--- config.mk ---
export PLATFORM = sky130hd
export DESIGN_NAME = telnet_option_negotiator
export DESIGN_NICKNAME = d
export VERILOG_FILES = /design/src/hdl/tneg_pkg.sv /design/src/hdl/tneg_ctrl.sv /design/src/hdl/tneg_dp.sv /design/src/hdl/telnet_option_negotiator.sv
export SDC_FILE = /design/constraint.sdc
export NUM_CORES = 1
export LEC_CHECK = 0
export ABC_AREA = 1
export ABC_CLOCK_PERIOD_IN_PS = 4800
export BUFFER_PORTS_ARGS = -buffer_cell sky130_fd_sc_hd__buf_2
export CAP_MARGIN = 15
export CORE_MARGIN = 2
export CORE_UTILIZATION = 58
export CTS_BUF_LIST = sky130_fd_sc_hd__clkbuf_8
export DETAILED_ROUTE_END_ITERATION = 12
export PLACE_DENSITY = 0.78
export SLEW_MARGIN = 20
export SYNTH_ARGS = -nofsm -noshare
export SYNTH_HDL_FRONTEND = slang
export SYNTH_SLANG_ARGS = --single-unit
--- constraint.sdc ---
create_clock -name clk -period 4.8 [get_ports clk]
set_clock_uncertainty 0.05 [all_clocks]
set_input_delay 0.96 -clock clk [delete_from_list [all_inputs] [get_ports clk]]
set_output_delay 0.96 -clock clk [all_outputs]
set_load 0.05 [all_outputs]
--- src/hdl/tneg_pkg.sv ---
// ----------------------------------------------------------------------------
// Telnet option negotiator package
// Shared constants, option code table and controller/datapath interface types.
// ----------------------------------------------------------------------------
`default_nettype none

package tneg_pkg;

  localparam int CODE_COUNT = 4;
  localparam int NSIDE = 2 * CODE_COUNT;
  localparam int SIDX_W = $clog2(NSIDE);
  localparam int OIDX_W = $clog2(CODE_COUNT);
  localparam int KNOWN_OPTIONS_DEFAULT = 4;

  localparam logic [2:0] REQ_MUSTNOT = 3'd0;
  localparam logic [2:0] REQ_BETTERNOT = 3'd1;
  localparam logic [2:0] REQ_BETTER = 3'd3;
  localparam logic [2:0] REQ_MUST = 3'd4;

  localparam logic [1:0] CMD_WILL = 2'd0;
  localparam logic [1:0] CMD_WONT = 2'd1;
  localparam logic [1:0] CMD_DO = 2'd2;
  localparam logic [1:0] CMD_DONT = 2'd3;

  localparam logic [1:0] KIND_CMD = 2'd0;
  localparam logic [1:0] KIND_PASS = 2'd1;
  localparam logic [1:0] KIND_RESET = 2'd2;

  localparam logic [7:0] OPT_CODE [CODE_COUNT] = '{8'd0, 8'd1, 8'd3, 8'd24};
  localparam logic [2:0] REQ_RESET [NSIDE] =
    '{3'd3, 3'd3, 3'd0, 3'd3, 3'd3, 3'd4, 3'd2, 3'd0};

  typedef struct packed {
    logic load;
    logic exec;
    logic walk_step;
  } dp_cmd_t;

  typedef struct packed {
    logic [1:0] kind;
    logic       mask_empty;
    logic       walk_end;
  } dp_status_t;

endpackage

`default_nettype wire

--- src/hdl/tneg_ctrl.sv ---
// ----------------------------------------------------------------------------
// Telnet option negotiator controller
// Sequences item acceptance, single-step execution and the request walk.
// ----------------------------------------------------------------------------
`default_nettype none

module tneg_ctrl (
  input  wire logic                 clk,
  input  wire logic                 rst,
  input  wire logic                 start,
  output logic                      busy,
  output tneg_pkg::dp_cmd_t         dp_cmd,
  input  wire tneg_pkg::dp_status_t dp_status
);
  import tneg_pkg::*;

  typedef enum logic [1:0] {
    S_IDLE,
    S_EXEC,
    S_WALK
  } state_t;

  state_t state;

  always_comb begin
    dp_cmd.load = (state == S_IDLE) && start;
    dp_cmd.exec = (state == S_EXEC);
    dp_cmd.walk_step = (state == S_WALK);
  end

  always_ff @(posedge clk) begin
    if (rst) begin
      state <= S_IDLE;
      busy <= 1'b0;
    end else begin
      unique case (state)
        S_IDLE: begin
          if (start) begin
            state <= S_EXEC;
            busy <= 1'b1;
          end
        end
        S_EXEC: begin
          if (dp_status.kind == KIND_PASS && !dp_status.mask_empty) begin
            state <= S_WALK;
          end else begin
            state <= S_IDLE;
            busy <= 1'b0;
          end
        end
        S_WALK: begin
          if (dp_status.walk_end) begin
            state <= S_IDLE;
            busy <= 1'b0;
          end
        end
        default: begin
          state <= S_IDLE;
          busy <= 1'b0;
        end
      endcase
    end
  end

endmodule

`default_nettype wire

--- src/hdl/tneg_dp.sv ---
// ----------------------------------------------------------------------------
// Telnet option negotiator datapath
// Requirement registers, per-side enabled and pending bits, reply logic and
// the registered result stage.
// ----------------------------------------------------------------------------
`default_nettype none

module tneg_dp #(
  parameter int KNOWN_OPTIONS = tneg_pkg::KNOWN_OPTIONS_DEFAULT
) (
  input  wire logic                              clk,
  input  wire logic                              rst,
  input  wire tneg_pkg::dp_cmd_t                 dp_cmd,
  output tneg_pkg::dp_status_t                   dp_status,
  input  wire logic [1:0]                        kind,
  input  wire logic [1:0]                        cmd,
  input  wire logic [7:0]                        opt,
  input  wire logic                              cfg_valid,
  output logic                                   cfg_ready,
  input  wire logic [tneg_pkg::SIDX_W-1:0]       cfg_index,
  input  wire logic [2:0]                        cfg_data,
  output logic                                   strobe,
  output logic                                   send_valid,
  output logic [1:0]                             send_cmd,
  output logic [7:0]                             send_opt,
  output logic                                   refused,
  output logic                                   binary_send,
  output logic                                   binary_receive,
  output logic                                   sga_enabled,
  output logic                                   last
);
  import tneg_pkg::*;

  logic [2:0]        reqs [NSIDE];
  logic [NSIDE-1:0]  en;
  logic [NSIDE-1:0]  pend;
  logic [1:0]        item_kind;
  logic [1:0]        item_cmd;
  logic [7:0]        item_opt;
  logic [SIDX_W-1:0] sidx;

  logic [NSIDE-1:0]  en_next;
  logic [NSIDE-1:0]  pend_next;
  logic [NSIDE-1:0]  mask;
  logic [NSIDE-1:0]  rest;
  logic              walk_end;
  logic              hit;
  logic [OIDX_W-1:0] idx;
  logic [SIDX_W-1:0] cs;
  logic [2:0]        req;
  logic              want;
  logic              pending;
  logic              enabled;
  logic [2:0]        must_neg;
  logic [2:0]        better_neg;
  logic [1:0]        pass_cmd;
  logic              emit;
  logic              r_valid;
  logic [1:0]        r_cmd;
  logic [7:0]        r_opt;
  logic              r_ref;
  logic              r_last;

  assign cfg_ready = 1'b1;

  always_comb begin
    mask = '0;
    for (int i = 0; i < CODE_COUNT; i++) begin
      for (int sd = 0; sd < 2; sd++) begin
        if (i < KNOWN_OPTIONS) begin
          if (((reqs[2*i+sd] == REQ_MUSTNOT) || (reqs[2*i+sd] == REQ_BETTERNOT))
              && en[2*i+sd]) begin
            mask[2*i+sd] = 1'b1;
          end
          if (((reqs[2*i+sd] == REQ_BETTER) || (reqs[2*i+sd] == REQ_MUST))
              && !en[2*i+sd]) begin
            mask[2*i+sd] = 1'b1;
          end
        end
      end
    end
    rest = (mask >> sidx) >> 1;
    walk_end = (rest == '0);

    if (en[sidx]) begin
      pass_cmd = sidx[0] ? CMD_DONT : CMD_WONT;
    end else begin
      pass_cmd = sidx[0] ? CMD_DO : CMD_WILL;
    end

    hit = 1'b0;
    idx = '0;
    for (int i = 0; i < CODE_COUNT; i++) begin
      if (i < KNOWN_OPTIONS && OPT_CODE[i] == item_opt) begin
        hit = 1'b1;
        idx = OIDX_W'(i);
      end
    end
    cs = {idx, ~item_cmd[1]};
    req = reqs[cs];
    want = ~item_cmd[0];
    pending = pend[cs];
    enabled = en[cs];
    must_neg = want ? REQ_MUSTNOT : REQ_MUST;
    better_neg = want ? REQ_BETTERNOT : REQ_BETTER;

    en_next = en;
    pend_next = pend;
    emit = 1'b0;
    r_valid = 1'b0;
    r_cmd = CMD_WILL;
    r_opt = '0;
    r_ref = 1'b0;
    r_last = 1'b0;

    if (dp_cmd.exec) begin
      case (item_kind)
        KIND_CMD: begin
          emit = 1'b1;
          r_last = 1'b1;
          if (!hit) begin
            r_valid = 1'b1;
            r_cmd = item_cmd[1] ? CMD_WONT : CMD_DONT;
            r_opt = item_opt;
          end else if (req == must_neg || req == better_neg) begin
            if (pending) begin
              pend_next[cs] = 1'b0;
              if (req == must_neg) begin
                r_ref = 1'b1;
              end else if (enabled != want) begin
                en_next[cs] = want;
                r_valid = 1'b1;
                r_cmd = item_cmd ^ 2'b10;
                r_opt = item_opt;
              end
            end else begin
              r_valid = 1'b1;
              r_cmd = item_cmd ^ 2'b11;
              r_opt = item_opt;
            end
          end else begin
            en_next[cs] = want;
            if (pending) begin
              pend_next[cs] = 1'b0;
            end else begin
              r_valid = 1'b1;
              r_cmd = item_cmd ^ 2'b10;
              r_opt = item_opt;
            end
          end
        end
        KIND_PASS: begin
          if (mask == '0) begin
            emit = 1'b1;
            r_last = 1'b1;
          end
        end
        KIND_RESET: begin
          en_next = '0;
          pend_next = '0;
          emit = 1'b1;
          r_last = 1'b1;
        end
        default: begin
          emit = 1'b1;
          r_last = 1'b1;
        end
      endcase
    end

    if (dp_cmd.walk_step && mask[sidx]) begin
      emit = 1'b1;
      r_valid = 1'b1;
      r_cmd = pass_cmd;
      r_opt = OPT_CODE[sidx[SIDX_W-1:1]];
      r_last = walk_end;
      pend_next[sidx] = 1'b1;
    end

    dp_status.kind = item_kind;
    dp_status.mask_empty = (mask == '0);
    dp_status.walk_end = walk_end;
  end

  always_ff @(posedge clk) begin
    if (rst) begin
      for (int i = 0; i < NSIDE; i++) begin
        reqs[i] <= REQ_RESET[i];
      end
      en <= '0;
      pend <= '0;
      strobe <= 1'b0;
    end else begin
      if (cfg_valid && cfg_ready) begin
        reqs[cfg_index] <= cfg_data;
      end
      en <= en_next;
      pend <= pend_next;
      strobe <= emit;
    end
  end

  always_ff @(posedge clk) begin
    if (dp_cmd.load) begin
      item_kind <= kind;
      item_cmd <= cmd;
      item_opt <= opt;
      sidx <= '0;
    end else if (dp_cmd.walk_step) begin
      sidx <= sidx + 1'b1;
    end
    if (emit) begin
      send_valid <= r_valid;
      send_cmd <= r_cmd;
      send_opt <= r_opt;
      refused <= r_ref;
      binary_send <= en_next[0];
      binary_receive <= en_next[1];
      sga_enabled <= en_next[5];
      last <= r_last;
    end
  end

endmodule

`default_nettype wire

--- src/hdl/telnet_option_negotiator.sv ---
// ----------------------------------------------------------------------------
// Telnet option negotiator
// Answers received WILL/WONT/DO/DONT commands for binary, echo,
// suppress-go-ahead and terminal type, and issues option requests.
// ----------------------------------------------------------------------------
// An item is taken on kind, cmd and opt at a clock edge with start high and
// busy low. Kind selects a received command, a send-requests pass or a
// session reset. Each result beat appears for one cycle with strobe high;
// last marks the final beat of an item. The receiver cannot stall.
// A received command, a session reset or a pass that sends nothing gives
// one beat from the execute state through the result stage, and busy is low
// again in the cycle that beat is shown, so the next item can be taken then.
// A send-requests pass walks the eight option sides one per cycle through
// the request counter, from the first side up to the last side that needs
// a request, giving one beat per request.
// Requirement registers are written on the cfg channel, which is always ready;
// the user must do so only while the block is idle, which it does not enforce.
// Reset clears all enabled and pending bits and loads the default
// requirements; no beat is pending after reset.
// ----------------------------------------------------------------------------
`default_nettype none

module telnet_option_negotiator #(
  parameter int KNOWN_OPTIONS = tneg_pkg::KNOWN_OPTIONS_DEFAULT
) (
  input  wire logic                        clk,
  input  wire logic                        rst,
  input  wire logic                        start,
  output logic                             busy,
  input  wire logic [1:0]                  kind,
  input  wire logic [1:0]                  cmd,
  input  wire logic [7:0]                  opt,
  input  wire logic                        cfg_valid,
  output logic                             cfg_ready,
  input  wire logic [tneg_pkg::SIDX_W-1:0] cfg_index,
  input  wire logic [2:0]                  cfg_data,
  output logic                             strobe,
  output logic                             send_valid,
  output logic [1:0]                       send_cmd,
  output logic [7:0]                       send_opt,
  output logic                             refused,
  output logic                             binary_send,
  output logic                             binary_receive,
  output logic                             sga_enabled,
  output logic                             last
);
  import tneg_pkg::*;

  dp_cmd_t    dp_cmd;
  dp_status_t dp_status;

  tneg_ctrl u_ctrl (
    .clk       (clk),
    .rst       (rst),
    .start     (start),
    .busy      (busy),
    .dp_cmd    (dp_cmd),
    .dp_status (dp_status)
  );

  tneg_dp #(
    .KNOWN_OPTIONS (KNOWN_OPTIONS)
  ) u_dp (
    .clk            (clk),
    .rst            (rst),
    .dp_cmd         (dp_cmd),
    .dp_status      (dp_status),
    .kind           (kind),
    .cmd            (cmd),
    .opt            (opt),
    .cfg_valid      (cfg_valid),
    .cfg_ready      (cfg_ready),
    .cfg_index      (cfg_index),
    .cfg_data       (cfg_data),
    .strobe         (strobe),
    .send_valid     (send_valid),
    .send_cmd       (send_cmd),
    .send_opt       (send_opt),
    .refused        (refused),
    .binary_send    (binary_send),
    .binary_receive (binary_receive),
    .sga_enabled    (sga_enabled),
    .last           (last)
  );

endmodule

`default_nettype wire
# Word level (Yosys, flattened, before mapping)
# Memory sizes are Yosys's and may differ from the RTL's.
# Index checks and enable logic that the tools add are counted.
[word_totals]
ff_bits = 51
mem_bits_rw = 24
in_bits = 22
out_inout_bits = 19
n_memories = 1
[op_classes]
add_sub_neg = 1
magnitude_cmp = 5
eq_ne = 41
shifts = 1
n_mux = 105
bitwise_logic = 7
n_reduce_logical = 66
[mem_list]
columns = ["memory", "depth", "width", "read_ports", "rd_ports_with_merged_regs", "wr", "line_no", "rtl"]
rows = [
  ["u_dp.reqs", 8, 3, 9, 0, 8, "tneg_dp.sv:34", "logic [2:0] reqs [NSIDE];"],
]
[op_table]
columns = ["operator", "n"]
rows = [
  ["2-to-1 mux 8 bit", 20],
  ["2-to-1 mux 1 bit", 50],
  ["2-to-1 mux 2 bit", 19],
  ["one-hot mux 8 bit (2 select lines)", 2],
  ["== test 3 x 1 -> 1 bit (second input constant)", 8],
  ["== test 3 x 2 -> 1 bit (second input constant)", 8],
  ["== test 3 bit (second input constant)", 8],
  ["zero test 3 bit", 8],
  ["zero test 8 bit", 3],
  ["logical AND 1 bit", 21],
  ["logical OR 1 bit", 17],
  ["binary-select mux 8 bit (select 2 bit)", 1],
  ["binary-select mux 1 bit (select 3 bit)", 4],
  ["zero test 1 bit", 9],
  ["2-to-1 mux 3 bit", 3],
  ["bitwise AND 8 bit", 1],
  ["bitwise mux 8 bit", 1],
  ["== test 1 x 8 -> 1 bit (first input constant)", 1],
  ["== test 2 x 8 -> 1 bit (first input constant)", 1],
  ["== test 5 x 8 -> 1 bit (first input constant)", 1],
  ["< comparator 3 x 4 -> 1 bit (second input constant)", 2],
  ["inverter 8 bit", 1],
  ["OR 8 bit", 1],
  ["right shift 8 x 3 -> 8 bit", 1],
  ["other kinds (25)", 35],
]

# Logic depth before layout (Yosys ltp)
[depth]
depth_word = 16
ltp_mapped = 23
ltp_nobuf = 22

# Cells and area by module
# From an unflattened synthesis, not the netlist that was laid out.
[unflattened]
cells_unflattened = 621
area_unflattened_um2 = 4588.2
[modules_own_cells]
columns = ["module", "instances", "cells_per_inst", "area_each_um2", "seq_area_each_um2"]
rows = [
  ["tneg_dp", 1, 594, 4424.2, 1961.9],
  ["tneg_ctrl", 1, 27, 163.9, 60.1],
]

# Worst setup path before layout
# No wires, ideal clock.
[synth_timing]
path_kind = "flip-flop to flip-flop"
startpoint = "register u_dp.item_opt[3]"
endpoint = "register u_dp.binary_send (data pin)"
setup_ns = 0.255
arrival_ns = 2.273
t_required_ns = 4.495
slack_ns = 2.222
path_stages_with_launch = 23
n_path_buf = 1
path_cell_list = "edfxtp_1 > nand2_2 > nor2_4 > nand2_4 > nand2_4 > buf_6 > nor2_1 > inv_1 > nor2_1 > nand2_1 > o21ai_0 > inv_1 > nand4_1 > inv_1 > ha_1 > inv_1 > nand3_4 > nand2_4 > nand2_1 > nand2_1 > nand3_1 > nand2_1 > nand2_1"
[synth_between]
elab_chain_len = 16
[synth_lines]
columns = ["element", "line_no", "rtl"]
rows = [
  ["start: declaration", "tneg_dp.sv:39", "logic [7:0] item_opt;"],
  ["start signal: assignment", "tneg_dp.sv:207", "item_opt <= opt;"],
  ["== test 1 x 8 -> 1 bit", "tneg_dp.sv:94", "if (i < KNOWN_OPTIONS && OPT_CODE[i] == item_opt) begin"],
  ["2-to-1 mux 1 bit", "tneg_dp.sv:94", ""],
  ["2-to-1 mux 2 bit (2 in a row)", "tneg_dp.sv:94", ""],
  ["< comparator 3 x 4 -> 1 bit (implied by the code) or >= comparator 3 x 1 -> 1 bit (tied branches)", "tneg_dp.sv:131, tneg_dp.sv:142", ""],
  ["logical AND 1 bit (implied by the code)", "tneg_dp.sv:131, tneg_dp.sv:142", ""],
  ["2-to-1 mux 1 bit (implied by the code)", "tneg_dp.sv:131, tneg_dp.sv:142", ""],
  ["demux 1 bit (select 3 bit)", "-", ""],
  ["bitwise mux 8 bit", "tneg_dp.sv:131, tneg_dp.sv:142", ""],
  ["2-to-1 mux 8 bit", "tneg_dp.sv:130", "end else if (enabled != want) begin"],
  ["2-to-1 mux 8 bit", "tneg_dp.sv:128", "if (req == must_neg) begin"],
  ["2-to-1 mux 8 bit", "tneg_dp.sv:126", "if (pending) begin"],
  ["2-to-1 mux 8 bit", "tneg_dp.sv:125", "end else if (req == must_neg || req == better_neg) begin"],
  ["2-to-1 mux 8 bit (*)", "tneg_dp.sv:121", "if (!hit) begin"],
  ["one-hot mux 8 bit (2 select lines) (*)", "tneg_dp.sv:117", "case (item_kind)"],
  ["2-to-1 mux 6 bit (*)", "tneg_dp.sv:116", "if (dp_cmd.exec) begin"],
  ["via u_dp.en_next[0]", "tneg_dp.sv:42", "logic [NSIDE-1:0] en_next;"],
  ["end signal: assignment", "tneg_dp.sv:217", "binary_send <= en_next[0];"],
  ["end: declaration", "tneg_dp.sv:27", "output logic binary_send,"],
]
# Mark *: on every way through the listed nets, which the timed path passes. The rest lies on a longest branch. The select of a mux whose other input is x is not followed.
# A chain may end at the register's enable or synchronous reset.

# Worst setup path after layout
[layout_timing]
startpoint = "register u_dp.item_cmd[1]"
endpoint = "register u_dp.send_opt[4] (data pin)"
[layout_between]
elab_chain_len = 12
[layout_lines]
columns = ["element", "line_no", "rtl"]
rows = [
  ["start: declaration", "tneg_dp.sv:38", "logic [1:0] item_cmd;"],
  ["start signal: assignment", "tneg_dp.sv:206", "item_cmd <= cmd;"],
  ["inverter 1 bit (*)", "tneg_dp.sv:99", "cs = {idx, ~item_cmd[1]};"],
  ["binary-select mux 1 bit (select 3 bit)", "tneg_dp.sv:103", "enabled = en[cs];"],
  ["2-to-1 mux 1 bit (implied by the code)", "tneg_dp.sv:103", ""],
  ["!= test 1 bit", "tneg_dp.sv:130", ""],
  ["2-to-1 mux 8 bit", "tneg_dp.sv:130", ""],
  ["2-to-1 mux 8 bit", "tneg_dp.sv:128", ""],
  ["2-to-1 mux 8 bit", "tneg_dp.sv:126", ""],
  ["2-to-1 mux 8 bit (*)", "tneg_dp.sv:125", ""],
  ["2-to-1 mux 8 bit (*)", "tneg_dp.sv:121", ""],
  ["2-to-1 mux 8 bit (*)", "tneg_dp.sv:117", ""],
  ["2-to-1 mux 8 bit (*)", "tneg_dp.sv:116", ""],
  ["2-to-1 mux 8 bit (*)", "tneg_dp.sv:171", "if (dp_cmd.walk_step && mask[sidx]) begin"],
  ["via u_dp.r_opt[4]", "tneg_dp.sv:60", "logic [7:0] r_opt;"],
  ["end signal: assignment", "tneg_dp.sv:215", "send_opt <= r_opt;"],
  ["end: declaration", "tneg_dp.sv:25", "output logic [7:0] send_opt,"],
]
# Marked as above.

==> flow_metrics.py <==
metrics = {
    "drt": {
        "num_vias": 3890,
        "viasPerCell": 5.63,
        "dr.pass1.iters": 5,
        "wl_per_cell_um": 15.6,
        "routed_wl_mm": 10.8,
        "drc": 0,
        "ant_nets": 0,
        "first_iter_violations": 363,
    },
    "worst_setup_path": {
        "path_common_cell": "inv_1",
        "start_kind": "register",
        "crit_slowest_cell": "edfxtp_1",
        "cpPeakStageDelay_ns": 1.03,
        "cp.arrival_ns": 3.58,
        "path_buf_inv": 5,
        "path_cells": "inv_1, nor2_1, inv_1, o21ai_0, inv_1, nand4_1, inv_1, ha_1, inv_1, nand2_1, o21ai_0, nand2_1, o21ai_0",
        "worstSetupPathType": "reg2reg",
        "required_ns": 4.94,
        "cp_top_family": "flip-flops",
        "cp_max_fo": 33,
        "end_kind": "register",
    },
    "timing": {
        "fin_crit_ns": 3.44,
        "tns_ns": 0,
        "slew_headroom_pct": 31.3,
        "rsz0062_at_grt": "no",
        "timing.final.crit_share_pct": 71.6,
        "setup_viol": 0,
        "worst_pin_slew_ns": 1.03,
        "max_freq_mhz": 291,
        "drv_slew": 0,
        "hold_viol_final": 0,
    },
    "synthesis": {
        "synthArstFlopShare_pct": 0,
        "synth_area_per_cell_um2": 7.91,
        "ys_seq_area_share_pct": 46.3,
        "syn_inst": 552,
        "yosysWarningCount": 0,
        "syn_nets": 580,
        "syn_area_um2": 4370,
        "synth_cell_types": 42,
        "ys_ff_latch": 75,
        "synth_edf_count": 52,
        "synthFlopType": "edfxtp_1",
    },
    "min_path": {
        "hold_class": "reg2reg",
    },
    "die": {
        "die_h_um": 90.8,
        "die_area_um2": 8240,
        "core_um2": 7250,
        "die_w_um": 90.8,
        "num_io_pins": 41,
        "initial_core_util_pct": 60.2,
        "rows": 31,
    },
    "finish": {
        "syn_to_final_growth_pct": 10.9,
        "final_util_pct": 66.8,
        "fill_cells": 624,
        "layout.nets": 615,
        "ff_latch_area_um2": 2020,
        "layout.cells.non_filler": 691,
        "drive_gt1_share_pct": 17.7,
        "diodes": 0,
        "multi_input_area_um2": 1960,
    },
    "clock_tree": {
        "post_cts_buffers": 0,
        "cts_tree": "done",
        "cts.path.max_buffers": 2,
        "cts_max_level": 3,
        "ctsHoldBuffers": 0,
        "clk_pin_slew_worst_paths_ns": 0.08,
        "cts.sinks": 75,
        "post_cts_resized": 0,
        "clkLatencyLatePin_ns": 0.36,
        "clock-root-buffer": "clkbuf_8",
        "numCtsBuffers": 9,
    },
    "place": {
        "dpl.hpwl_mm": 7.92,
        "portBuffers": 39,
        "place_congestion": 0.939,
        "numPlacedInstances": 675,
    },
    "grt": {
        "grt_usage_pct": 27.2,
        "grt-ovfl-total": 0,
        "grt_max_degree": 34,
        "grt_pass1_wl_mm": 17.6,
        "grt_pass1_vias": 3681,
        "antenna_found_initial": 0,
    },
    "power": {
        "peakVddDrop_v": 0.000194,
        "power-per-cell-area_nw_per_um2": 321,
        "leakagePower_nw": 2.06,
    },
    "status": {
        "status": "finished clean",
    },
    "flow_run": {
        "maxCapViolCount": 0,
    },
}
worst min-delay path, stage by stage, from the launching register on:
cell     delay, ns
dfxtp_1       0.32
nand3_1       0.07
nand2_1       0.05
kinds of logic after synthesis:
| logic type | share of synthesized area, % |
|---|---|
| AND/OR/NAND/NOR | 28.1 |
| other | 0.0859 |
| buffers and inverters | 8.80 |
| multiplexers | 0.229 |
| AO/OA/AOI/OAI | 14.7 |
| adder cells (fa/ha/maj) | 1.72 |
| flip-flops | 46.3 |
per-layer routing:
metal,global-route usage [%],part of all wire (%)
met5,0,0
met4,10.3,2.0
met3,5.01,7.5
met2,48.3,51
met1,32.8,39
Yosys cell counts (3+ instances only):
master | count | area (µm²)
o211ai_1 | 7 | 52.6
o21ai_0 | 47 | 235
nand2_4 | 7 | 78.8
nor3_1 | 9 | 45.0
a21oi_1 | 33 | 165
dfxtp_1 | 23 | 460
inv_1 | 69 | 259
nor2_2 | 5 | 31.3
inv_2 | 10 | 37.5
nand3_1 | 28 | 140
or2_2 | 7 | 43.8
nor2_1 | 66 | 248
edfxtp_1 | 52 | 1560
a31oi_1 | 5 | 31.3
clkbuf_1 | 5 | 18.8
nand2_2 | 13 | 81.3
buf_2 | 7 | 35.0
ha_1 | 6 | 75.1
nor4_1 | 4 | 25.0
o21ai_1 | 6 | 30.0
a211oi_1 | 3 | 22.5
nand2_1 | 109 | 409
o22ai_1 | 4 | 25.0
layout make-up:
class,count,share of cell area (%)
Tap cell,99,2.56
Inverter,80,6.20
Multi-Input combinational cell,382,40.5
Clock buffer,9,2.56
Clock inverter,7,2.43
Timing Repair Buffer,39,4.03
Sequential cell,75,41.8
sequential cells by signal (all words and copies together), names as in the netlist, 2 cells and up:
register	flops
u_dp.sidx	3
u_dp.item_opt	8
u_dp.item_kind	2
u_dp.pend	8
u_dp.item_cmd	2
u_dp.send_opt	8
u_ctrl.state	2
u_dp.reqs	24
u_dp.send_cmd	2
u_dp.en	8
stage by stage:
stage,setup slack [ns],instance area [µm²],hold WS (ns),power (W)
floorplan,2.22,4370,0.398,0.000921
global placement,1.59,4600,0.402,0.000967
detailed placement,1.45,4600,0.411,0.000974
CTS,1.42,4840,0.422,0.00156
global route,1.07,4840,0.439,0.00161
finish,1.36,4840,0.423,0.00156
path summary, 6_finish.rpt:
check                                 startpoint               end  slack (ns)  depth (start not counted)
worst max-delay path            u_dp.item_cmd[1]  u_dp.send_opt[4]        1.36                         13
worst min-delay path                 u_ctrl.busy       u_ctrl.busy        0.42                          2
worst max register to register  u_dp.item_cmd[1]  u_dp.send_opt[4]        1.36                         13
worst min register to register       u_ctrl.busy       u_ctrl.busy        0.42                          2
power by group:
group / internal, W / switching [W] / leakage [nW]
clock network: 0.000344 / 0.000247 / 0.117
registers: 0.000725 / 0.0000283 / 0.683
logic: 0.0000604 / 0.000150 / 1.26
total: 0.00113 / 0.000426 / 2.06
cells in the final DEF (no fill, tap or decap), types with 2 or more instances in the layout:
cell type | netlist | final
nand3_2 | 2 | 2
clkinvlp_4 | 0 | 2
edfxtp_1 | 52 | 52
ha_1 | 6 | 6
bufinv_16 | 0 | 3
a21oi_1 | 33 | 33
buf_2 | 7 | 39
o211ai_1 | 7 | 7
nand3_1 | 28 | 28
clkbuf_8 | 0 | 9
a211oi_1 | 3 | 3
or2_2 | 7 | 7
o22ai_1 | 4 | 4
o21a_1 | 2 | 2
o21ai_1 | 6 | 6
a31oi_1 | 5 | 5
nand2_2 | 13 | 13
nor4_1 | 4 | 4
inv_1 | 69 | 70
nand4_1 | 2 | 2
nor3_1 | 9 | 9
nor2_1 | 66 | 66
a21oi_2 | 2 | 2
o31ai_1 | 2 | 2
nand2_4 | 7 | 7
nor2_4 | 2 | 2
nand2_1 | 109 | 109
nor2_2 | 5 | 5
nand3_4 | 2 | 2
dfxtp_1 | 23 | 23
inv_2 | 10 | 10
o21ai_0 | 47 | 47
Note: power is estimated with default switching activity, not from simulation.
